### src/sv/hxy_pkg.sv
package hxy_pkg;

	typedef logic [1:0] quad_t;

	localparam int CFG_INDEX_W = 2;
	localparam int COORD_W = 32;

	typedef enum logic [CFG_INDEX_W-1:0] {
		REG_X_OFFSET = 2'd0,
		REG_Y_OFFSET = 2'd1
	} cfg_reg_t;

	// Next state quadrant and coordinate bits, indexed by {quad, digit}
	localparam quad_t NEXT_QUAD [0:15] = '{
		2'd1, 2'd0, 2'd0, 2'd3, 2'd0, 2'd1, 2'd1, 2'd2,
		2'd3, 2'd2, 2'd2, 2'd1, 2'd2, 2'd3, 2'd3, 2'd0
	};
	localparam logic [15:0] X_BITS = 16'h39C6;
	localparam logic [15:0] Y_BITS = 16'h936C;

endpackage

### src/sv/hxy_cell.sv
module hxy_cell #(
	parameter int IW = 32,
	parameter int CW = 16
) (
	input  logic                 clk,
	input  logic                 arst_n,
	input  logic                 up_valid,
	output logic                 up_ready,
	input  logic [IW-1:0]        up_idx,
	input  hxy_pkg::quad_t       up_quad,
	input  logic [CW-1:0]        up_x,
	input  logic [CW-1:0]        up_y,
	output logic                 dn_valid,
	input  logic                 dn_ready,
	output logic [IW-1:0]        dn_idx,
	output hxy_pkg::quad_t       dn_quad,
	output logic [CW-1:0]        dn_x,
	output logic [CW-1:0]        dn_y
);
	import hxy_pkg::*;

	logic          valid_q;
	logic [IW-1:0] idx_q;
	quad_t         quad_q;
	logic [CW-1:0] x_q;
	logic [CW-1:0] y_q;
	logic [3:0]    entry;
	logic          load;

	assign up_ready = !valid_q || dn_ready;
	assign load = up_valid && up_ready;
	assign entry = {up_quad, up_idx[IW-1 -: 2]};

	always_ff @(posedge clk or negedge arst_n) begin
		if (!arst_n) begin
			valid_q <= 1'b0;
		end else if (up_ready) begin
			valid_q <= up_valid;
		end
	end

	always_ff @(posedge clk) begin
		if (load) begin
			idx_q  <= up_idx << 2;
			quad_q <= NEXT_QUAD[entry];
			x_q    <= (up_x << 1) | CW'(X_BITS[entry]);
			y_q    <= (up_y << 1) | CW'(Y_BITS[entry]);
		end
	end

	assign dn_valid = valid_q;
	assign dn_idx   = idx_q;
	assign dn_quad  = quad_q;
	assign dn_x     = x_q;
	assign dn_y     = y_q;

endmodule

### src/sv/hilbert_index_to_xy.sv
// Hilbert curve index to grid point.
// Input channel: in_valid / in_stall with curve_index. A word is taken at a
// rising edge with in_valid high and in_stall low. Index bits at or above
// 2*CURVE_LEVELS are ignored.
// Output channel: out_valid / out_stall with x_coord and y_coord, the curve
// point plus the configured offsets, wrapping modulo 2^32.
// Configuration: cfg_valid / cfg_ready with cfg_index and cfg_data; index 0
// writes the x offset, index 1 the y offset, other indexes are dropped.
// cfg_ready is always high. Write only while no word is in flight.
// Each word passes through one cell per 2-bit digit, then the offset-add
// output register. Throughput is one word per cycle while out_stall is low.
// When the receiver stalls, the output register holds its word and the
// cells fill up behind it; in_stall rises once no cell can move.
// Reset clears all valid flags and both offsets to zero.
module hilbert_index_to_xy #(
	parameter int CURVE_LEVELS = 16
) (
	input  logic                              clk,
	input  logic                              arst_n,
	input  logic                              cfg_valid,
	output logic                              cfg_ready,
	input  logic [hxy_pkg::CFG_INDEX_W-1:0]   cfg_index,
	input  logic [31:0]                       cfg_data,
	input  logic                              in_valid,
	output logic                              in_stall,
	input  logic [31:0]                       curve_index,
	output logic                              out_valid,
	input  logic                              out_stall,
	output logic signed [31:0]                x_coord,
	output logic signed [31:0]                y_coord
);
	import hxy_pkg::*;

	localparam int IW = 2 * CURVE_LEVELS;
	localparam int CW = CURVE_LEVELS;
	localparam quad_t START_QUAD = (CURVE_LEVELS % 2 == 1) ? 2'd1 : 2'd0;

	logic [COORD_W-1:0] x_offset_q;
	logic [COORD_W-1:0] y_offset_q;

	logic          c_valid [0:CURVE_LEVELS];
	logic          c_ready [0:CURVE_LEVELS];
	logic [IW-1:0] c_idx   [0:CURVE_LEVELS];
	quad_t         c_quad  [0:CURVE_LEVELS];
	logic [CW-1:0] c_x     [0:CURVE_LEVELS];
	logic [CW-1:0] c_y     [0:CURVE_LEVELS];

	logic               out_valid_q;
	logic [COORD_W-1:0] x_coord_q;
	logic [COORD_W-1:0] y_coord_q;

	assign cfg_ready = 1'b1;

	always_ff @(posedge clk or negedge arst_n) begin
		if (!arst_n) begin
			x_offset_q <= '0;
			y_offset_q <= '0;
		end else if (cfg_valid && cfg_ready) begin
			case (cfg_index)
				REG_X_OFFSET: x_offset_q <= cfg_data;
				REG_Y_OFFSET: y_offset_q <= cfg_data;
				default: ;
			endcase
		end
	end

	generate
		if (IW <= 32) begin : g_idx_fit
			assign c_idx[0] = curve_index[IW-1:0];
		end else begin : g_idx_pad
			assign c_idx[0] = IW'(curve_index);
		end
	endgenerate

	assign c_valid[0] = in_valid;
	assign c_quad[0]  = START_QUAD;
	assign c_x[0]     = '0;
	assign c_y[0]     = '0;
	assign in_stall   = !c_ready[0];

	genvar i;
	generate
		for (i = 0; i < CURVE_LEVELS; i++) begin : g_cell
			hxy_cell #(
				.IW(IW),
				.CW(CW)
			) u_cell (
				.clk     (clk),
				.arst_n  (arst_n),
				.up_valid(c_valid[i]),
				.up_ready(c_ready[i]),
				.up_idx  (c_idx[i]),
				.up_quad (c_quad[i]),
				.up_x    (c_x[i]),
				.up_y    (c_y[i]),
				.dn_valid(c_valid[i+1]),
				.dn_ready(c_ready[i+1]),
				.dn_idx  (c_idx[i+1]),
				.dn_quad (c_quad[i+1]),
				.dn_x    (c_x[i+1]),
				.dn_y    (c_y[i+1])
			);
		end
	endgenerate

	assign c_ready[CURVE_LEVELS] = !out_valid_q || !out_stall;

	always_ff @(posedge clk or negedge arst_n) begin
		if (!arst_n) begin
			out_valid_q <= 1'b0;
		end else if (c_ready[CURVE_LEVELS]) begin
			out_valid_q <= c_valid[CURVE_LEVELS];
		end
	end

	always_ff @(posedge clk) begin
		if (c_ready[CURVE_LEVELS] && c_valid[CURVE_LEVELS]) begin
			x_coord_q <= COORD_W'(c_x[CURVE_LEVELS]) + x_offset_q;
			y_coord_q <= COORD_W'(c_y[CURVE_LEVELS]) + y_offset_q;
		end
	end

	assign out_valid = out_valid_q;
	assign x_coord   = x_coord_q;
	assign y_coord   = y_coord_q;

endmodule

### config.mk
export PLATFORM = sky130hd
export DESIGN_NAME = hilbert_index_to_xy
export DESIGN_NICKNAME = d
export VERILOG_FILES = /design/src/sv/hxy_pkg.sv /design/src/sv/hxy_cell.sv /design/src/sv/hilbert_index_to_xy.sv
export SDC_FILE = /design/constraint.sdc
export NUM_CORES = 1
export LEC_CHECK = 0
export BUFFER_PORTS_ARGS = -buffer_cell sky130_fd_sc_hd__buf_2
export CAP_MARGIN = 20
export CORE_AREA = 2 2 147 293
export DETAILED_ROUTE_END_ITERATION = 7
export DIE_AREA = 0 0 149 295
export PLACE_DENSITY = 0.89
export SETUP_SLACK_MARGIN = 0.15
export SYNTH_ARGS = -nofsm -noshare
export SYNTH_HDL_FRONTEND = slang
export SYNTH_SLANG_ARGS = --single-unit
### constraint.sdc
create_clock -name clk -period 13.5 [get_ports clk]
set_clock_uncertainty 0.2 [all_clocks]
set_input_delay 0.675 -clock clk [delete_from_list [all_inputs] [get_ports clk]]
set_output_delay 0.675 -clock clk [all_outputs]
set_load 0.01 [all_outputs]
* Word level (Yosys, flattened, before mapping)
Memories as Yosys holds them, arrays and structs flattened. A register that Yosys moved wholly into a read port is not among the register bits.
Index checks and enable logic that the tools add are counted.
** Storage, ports and cells
- Input port bits :: 71
- Logic and storage cells :: 267
- Memories kept :: 45
- Bits in read-only memories :: 960
- Flip-flop bits (word level) :: 657
** Memories
- (no name shown) :: depth 16, bits a word 2, rd ports 1, clocked after memory_dff 1, write ports 0, RTL line hxy_cell.sv:45 : quad_q <= NEXT_QUAD[entry];
- (no name shown) :: depth 16, bits a word 2, rd ports 1, clocked after memory_dff 1, write ports 0, RTL line hxy_cell.sv:45
- (no name shown) :: depth 16, bits a word 2, rd ports 1, clocked after memory_dff 1, write ports 0, RTL line hxy_cell.sv:45
- (no name shown) :: depth 16, bits a word 2, rd ports 1, clocked after memory_dff 1, write ports 0, RTL line hxy_cell.sv:45
- (no name shown) :: depth 16, bits a word 2, rd ports 1, clocked after memory_dff 1, write ports 0, RTL line hxy_cell.sv:45
- (no name shown) :: depth 16, bits a word 2, rd ports 1, clocked after memory_dff 1, write ports 0, RTL line hxy_cell.sv:45
- +39 memories
** Cells by class
- Reduce and logical (&&, ||, !) cells :: 56
- Magnitude comparators :: 16
- Mux-type cells :: 34
- $add $sub $neg :: 2
- Equal/unequal tests :: 1
- Bitwise operators :: 45
** Operator list (number)
- 4-bit by 5-bit less-than comparator with 1-bit output (second input constant) :: 15
- 4-bit inverter with 5-bit output :: 14
- 16-bit by 32-bit adder with 32-bit output :: 2
- 1-bit 2-to-1 mux :: 32
- 16-bit by 1-bit OR with 16-bit output :: 2
- 15-bit by 1-bit OR with 15-bit output :: 2
- 14-bit by 1-bit OR with 14-bit output :: 2
- 13-bit by 1-bit OR with 13-bit output :: 2
- 12-bit by 1-bit OR with 12-bit output :: 2
- 11-bit by 1-bit OR with 11-bit output :: 2
- 10-bit by 1-bit OR with 10-bit output :: 2
- 1-bit logical NOT :: 19
- 9-bit by 1-bit OR with 9-bit output :: 2
- 1-bit logical AND :: 17
- 1-bit logical OR :: 17
- 8-bit by 1-bit OR with 8-bit output :: 2
- 7-bit by 1-bit OR with 7-bit output :: 2
- 6-bit by 1-bit OR with 6-bit output :: 2
- 5-bit by 1-bit OR with 5-bit output :: 2
- 4-bit by 1-bit OR with 4-bit output :: 2
- 3-bit by 1-bit OR with 3-bit output :: 2
- 2-bit by 5-bit less-than comparator with 1-bit output (second input constant) :: 1
- 2-bit inverter with 5-bit output :: 1
- 1-bit binary-select mux with 2-bit select :: 2
- 4 further kinds :: 6

* Logic depth before layout (Yosys ltp)
- Depth in word-level cells :: 19
- Mapped depth :: 9
- Mapped depth without buffers :: 9

* Cells and area by module
From an unflattened synthesis, not the netlist that was laid out.
** Unflattened totals
- Cell total of the unflattened synthesis :: 1805
- Area, all modules :: 39683.1 µm²
** Modules (own cells, without submodules)
- hxy_cell (g_cell[15].u_cell ...) :: cells an instance 80, area each 2069.5 µm², seq. area each 1946.9 µm², instances 10
- hxy_cell (g_cell[0].u_cell ...) :: cells an instance 80, area each 2064.5 µm², seq. area each 1946.9 µm², instances 6
- hilbert_index_to_xy :: cells an instance 525, area each 6601.3 µm², seq. area each 3548.4 µm², instances 1

* Least setup slack after synthesis
OpenSTA, ideal clock, no wires.
- Path kind :: input-to-reg
- From :: in out_stall
- To :: reg x_coord_q[0], in the netlist x_coord[0] (enable)
- Setup time :: 0.584 ns
- Required time :: 12.716 ns
- Stages :: 1
- Buffers on the path :: 0
- Data arrival time :: 5.316 ns
- Setup slack :: 7.400 ns
- Cell sequence :: a21boi_0
** On the way
- Longest elaborated chain between the ends :: 3
** Ends and longest elaborated chain
- start, declared :: RTL line hilbert_index_to_xy.sv:28 : input logic out_stall,
- 1-bit logical NOT :: RTL line hilbert_index_to_xy.sv:106 : assign c_ready[CURVE_LEVELS] = !out_valid_q || !out_stall;
- 1-bit logical OR :: RTL line hilbert_index_to_xy.sv:106
- 1-bit logical AND :: RTL line hilbert_index_to_xy.sv:117 : if (c_ready[CURVE_LEVELS] && c_valid[CURVE_LEVELS]) begin
- end signal, assigned :: RTL line hilbert_index_to_xy.sv:118 : x_coord_q <= COORD_W'(c_x[CURVE_LEVELS]) + x_offset_q;
- end, declared :: RTL line hilbert_index_to_xy.sv:49 : logic [COORD_W-1:0] x_coord_q;
No other way between the ends.
A chain may end at the register's enable or synchronous reset.

* Worst setup path in the final report
- From :: reg out_valid_q, in the netlist out_valid
- To :: out in_stall
** On the way
- Longest elaborated chain between the ends :: 19
** Ends and longest elaborated chain
- start, declared :: RTL line hilbert_index_to_xy.sv:48 : logic out_valid_q;
- start signal, assigned :: RTL line hilbert_index_to_xy.sv:112 : out_valid_q <= c_valid[CURVE_LEVELS];
- 1-bit logical NOT :: RTL line hilbert_index_to_xy.sv:106
- 1-bit logical OR :: RTL line hilbert_index_to_xy.sv:106
- 1-bit logical OR (16 in series) :: RTL line hxy_cell.sv:30 : assign up_ready = !valid_q || dn_ready;
- 1-bit logical NOT :: RTL line hilbert_index_to_xy.sv:79 : assign in_stall = !c_ready[0];
- end, declared :: RTL line hilbert_index_to_xy.sv:25 : output logic in_stall,
No other way between the ends.

==> impl_results.md <==
- Post-CTS sizing: 0
- Total core area: 0.0416 mm2
- Clk slew on worst S/H paths: 0.06 ns
- Critical path fanouts, max: 7
- Main synth FF type: edfxtp_1
- Critical Path RT: 12.62 ns
- Post-Layout Cell Count: 2055
- Post-Synthesis Cells: 1265
- Power per Cell Area: 193 mW/mm2
- Setup TNS: 0 ns
- Post-route ant nets: 0
- First-pass GRT wire length: 65900 um
- Crit path kind: reg2out
- Die area: 0.0440 mm2
- Placed Area: 0.0263 mm2
- Count of final max-slew check failures: 0
- Max VDD drop: 0.151 mV
- Cells after DPL: 1952
- Clock root cell: clkbuf_16
- Xor/xnor share of the synthesized area: 0.0357
- PortBufs: 136
- Post-synth top area cell: edfxtp_1
- Syn Nets: 1398
- Async set-reset flop share out of synthesis: 0.118
- Sink Count: 687
- Power consumption: 5.44 mW
- Reg-to-reg endpoint: y_coord[20]
- Routed WL per cell: 20.9 um
- Sequential share of the synthesized area: 0.816
- I/O pin count: 138
- Worst hold endpoint: g_cell[0].u_cell.dn_idx[24]
- Die W: 149 um
- Mean Syn Cell Area: 19.6 um2
- RSZ-0062 raised after global routing: false
- Post-Synthesis Cell Area: 0.0248 mm2
- Post-synthesis mux area share: 0.0444
- Data arrival, critical path: 2.85 ns
- DR vias: 11600
- Area Overhead vs Synth: 13.8%
- GR Util All Layers: 0.197
- H-tree depth: 2
- Synthesis-stage register bit count: 687
- DR iter-0 viols: 632
- Pleak: 10.4 nW
- DP HPWL: 26600 um
- GRT Residual Overflow: 0
- Hold_sp: curve_index[22]
- Remaining DRCs: 0
- Initial antenna violation count: 0
- CTS tree: yes
- RePlAce Congestion: 0.850
- Yosys warns: 0
- Post-route design area: 0.0282 mm2
- Die Height: 295 um
- Type of the worst min-delay path: in2reg
- Adder-cell share of the synthesized area: 0.0319
- Critical path startpoint category: flop
- Routed WL: 42900 um
- Initial Util: 0.595
- Post-Synth Simple-Gate Area: 0.0337
- DR vias/cell: 5.66
- R2R Setup Slk: 10.32 ns
- Worst slew margin: 0.417
- Netlist cell types: 55
- Largest family of logic cells by synthesized area: multiplexers
- Share of the synthesized area in the top cell type: 0.735
- F_max: 268 MHz
- Synth area leaders: edfxtp_1 73%, dfrtp_1 8.2%, ha_1 3.0%
- Crit path capture type: output pin
- Num rows: 106
- # Post-CTS Setup Buffers: 0
- Reg2reg start: y_offset_q[0]
- Hold path depth: 1
- R2R depth: 9
- CTS Buffer Depth: 3
- Largest net degree at the start of global routing: 82
- Final nets: 1604
- Crit share post-route: 0.276
- Vias in the first global route: 12600
- Ant diodes: 0
- Slew @ Worst Pin: 0.875 ns
- Final setup fails: 0
- Number of flops mapped to enable cells by yosys: 606
- TritonCTS buffer count: 54
- Share of cells above drive strength 1: 0.218
- Synth Area in Compound Gates: 0.0316
- Worst-Skew Late Latency: 0.59 ns
- Status: completed
- Final period demand of the worst path: 3.72 ns
- Fin. Hold Viols: 0
- Router iterations before antenna repair: 7
- Max cap viols: 0
logic make-up after synthesis:
kind of cell,count (synthesis)
adder cells (fa/ha/maj),62
other,1
multiplexers,102
flip-flops,687
buffers and inverters,38
AND/OR/NAND/NOR,158
XOR/XNOR,101
AO/OA/AOI/OAI,116
Yosys cell counts, types with 4 or more instances:
library cell  instances
a211oi_1              4
a21boi_0              8
a21o_1               16
a21oi_1              34
a31oi_1               4
and2_1               11
and4_1                5
dfrtp_1              81
edfxtp_1            606
ha_1                 60
inv_1                31
mux2_2               63
mux2i_1              39
nand2_1              29
nand2b_1             11
nand3_1              16
nand4_1              11
nor2_1               33
nor2b_1              10
nor3_1                9
o211ai_1              4
o21a_1                5
o21ai_0              20
or2_2                 8
xnor2_1              82
xor2_1               19
flip-flops by register name, indices dropped and copies added, names as in the netlist:
signal / flops
g_cell.u_cell.dn_x: 136
g_cell.u_cell.dn_valid: 16
y_coord: 32
out_valid: 1
g_cell.u_cell.dn_idx: 240
x_offset_q: 32
y_offset_q: 32
g_cell.u_cell.dn_y: 136
g_cell.u_cell.dn_quad: 30
x_coord: 32
report_power, final:
group          internal, mW  total, mW  switching, mW
clock network         0.917       1.65          0.731
logic                 0.339      0.859          0.520
registers              2.78       2.94          0.152
total                  4.04       5.44           1.40
timing repair:
action / CTS / global route
endpoints found under the hold margin: 0 / 30
endpoints found under the setup margin: 0 / 0
hold buffers: 0 / 1
routing by layer:
metal  global-route usage  vias up  share of wire
met4               0.0973        0          0.048
li1                     -     5247              -
met3               0.0273      149          0.038
met1                0.181     5825           0.32
met5                    0        -              0
met2                0.405      404           0.60
worst max-delay path by stage:
stage / startpoint / endpoint / slack, ns
floorplan: out_stall / x_coord[0] / 7.40
global placement: out_stall / in_stall / 10.18
detailed placement: out_stall / in_stall / 10.08
CTS: out_valid / in_stall / 9.74
global route: out_valid / in_stall / 9.53
finish: out_valid / in_stall / 9.78
worst max-delay path: stages, from the launching register on:
cell     delay, ns
dfrtp_1       0.48
and4_1        0.30
nand4_1       0.19
nor2_1        0.52
and4_1        0.41
nand3_1       0.15
inv_1         0.09
buf_2         0.13
placed cells by master (no fill, tap or decap), drive strengths merged, types with 3 or more instances in the layout:
cell type / n
edfxtp: 606
buf: 156
xnor2: 82
dfrtp: 81
mux2: 63
clkbuf: 63
ha: 60
mux2i: 39
inv: 36
a21oi: 34
nor2: 33
nand2: 29
o21ai: 22
xor2: 19
clkinv: 18
nand3: 16
a21o: 16
nand4: 12
and2: 11
nand2b: 11
nor3: 10
nor2b: 10
bufinv: 9
or2: 8
a21boi: 8
a211oi: 7
o21a: 5
and4: 5
clkinvlp: 5
o211ai: 5
a31oi: 5
nor3b: 3
stage by stage:
stage | util | hold slack [ns] | setup WS (ns)
after CTS | 0.675 | 0.0282 | 9.74
after global routing | 0.677 | 0.0289 | 9.53
after global placement | 0.631 | 0.201 | 10.18
after floorplan | - | 0.179 | 7.40
after detailed placement | 0.631 | 0.205 | 10.08
final | 0.677 | 0.0622 | 9.78
final cells by class:
| type | count | area (um2) |
|---|---|---|
| flip-flops and latches | 687 | 20200 |
| multi-input cells | 540 | 4450 |
| inverters | 31 | 116 |
| repair buffers | 157 | 876 |
| clock buffers | 63 | 1390 |
| clock inverters | 37 | 455 |
| fillers | 2442 | 13500 |
| well taps | 540 | 676 |
Power figures use the tool's default switching activity.
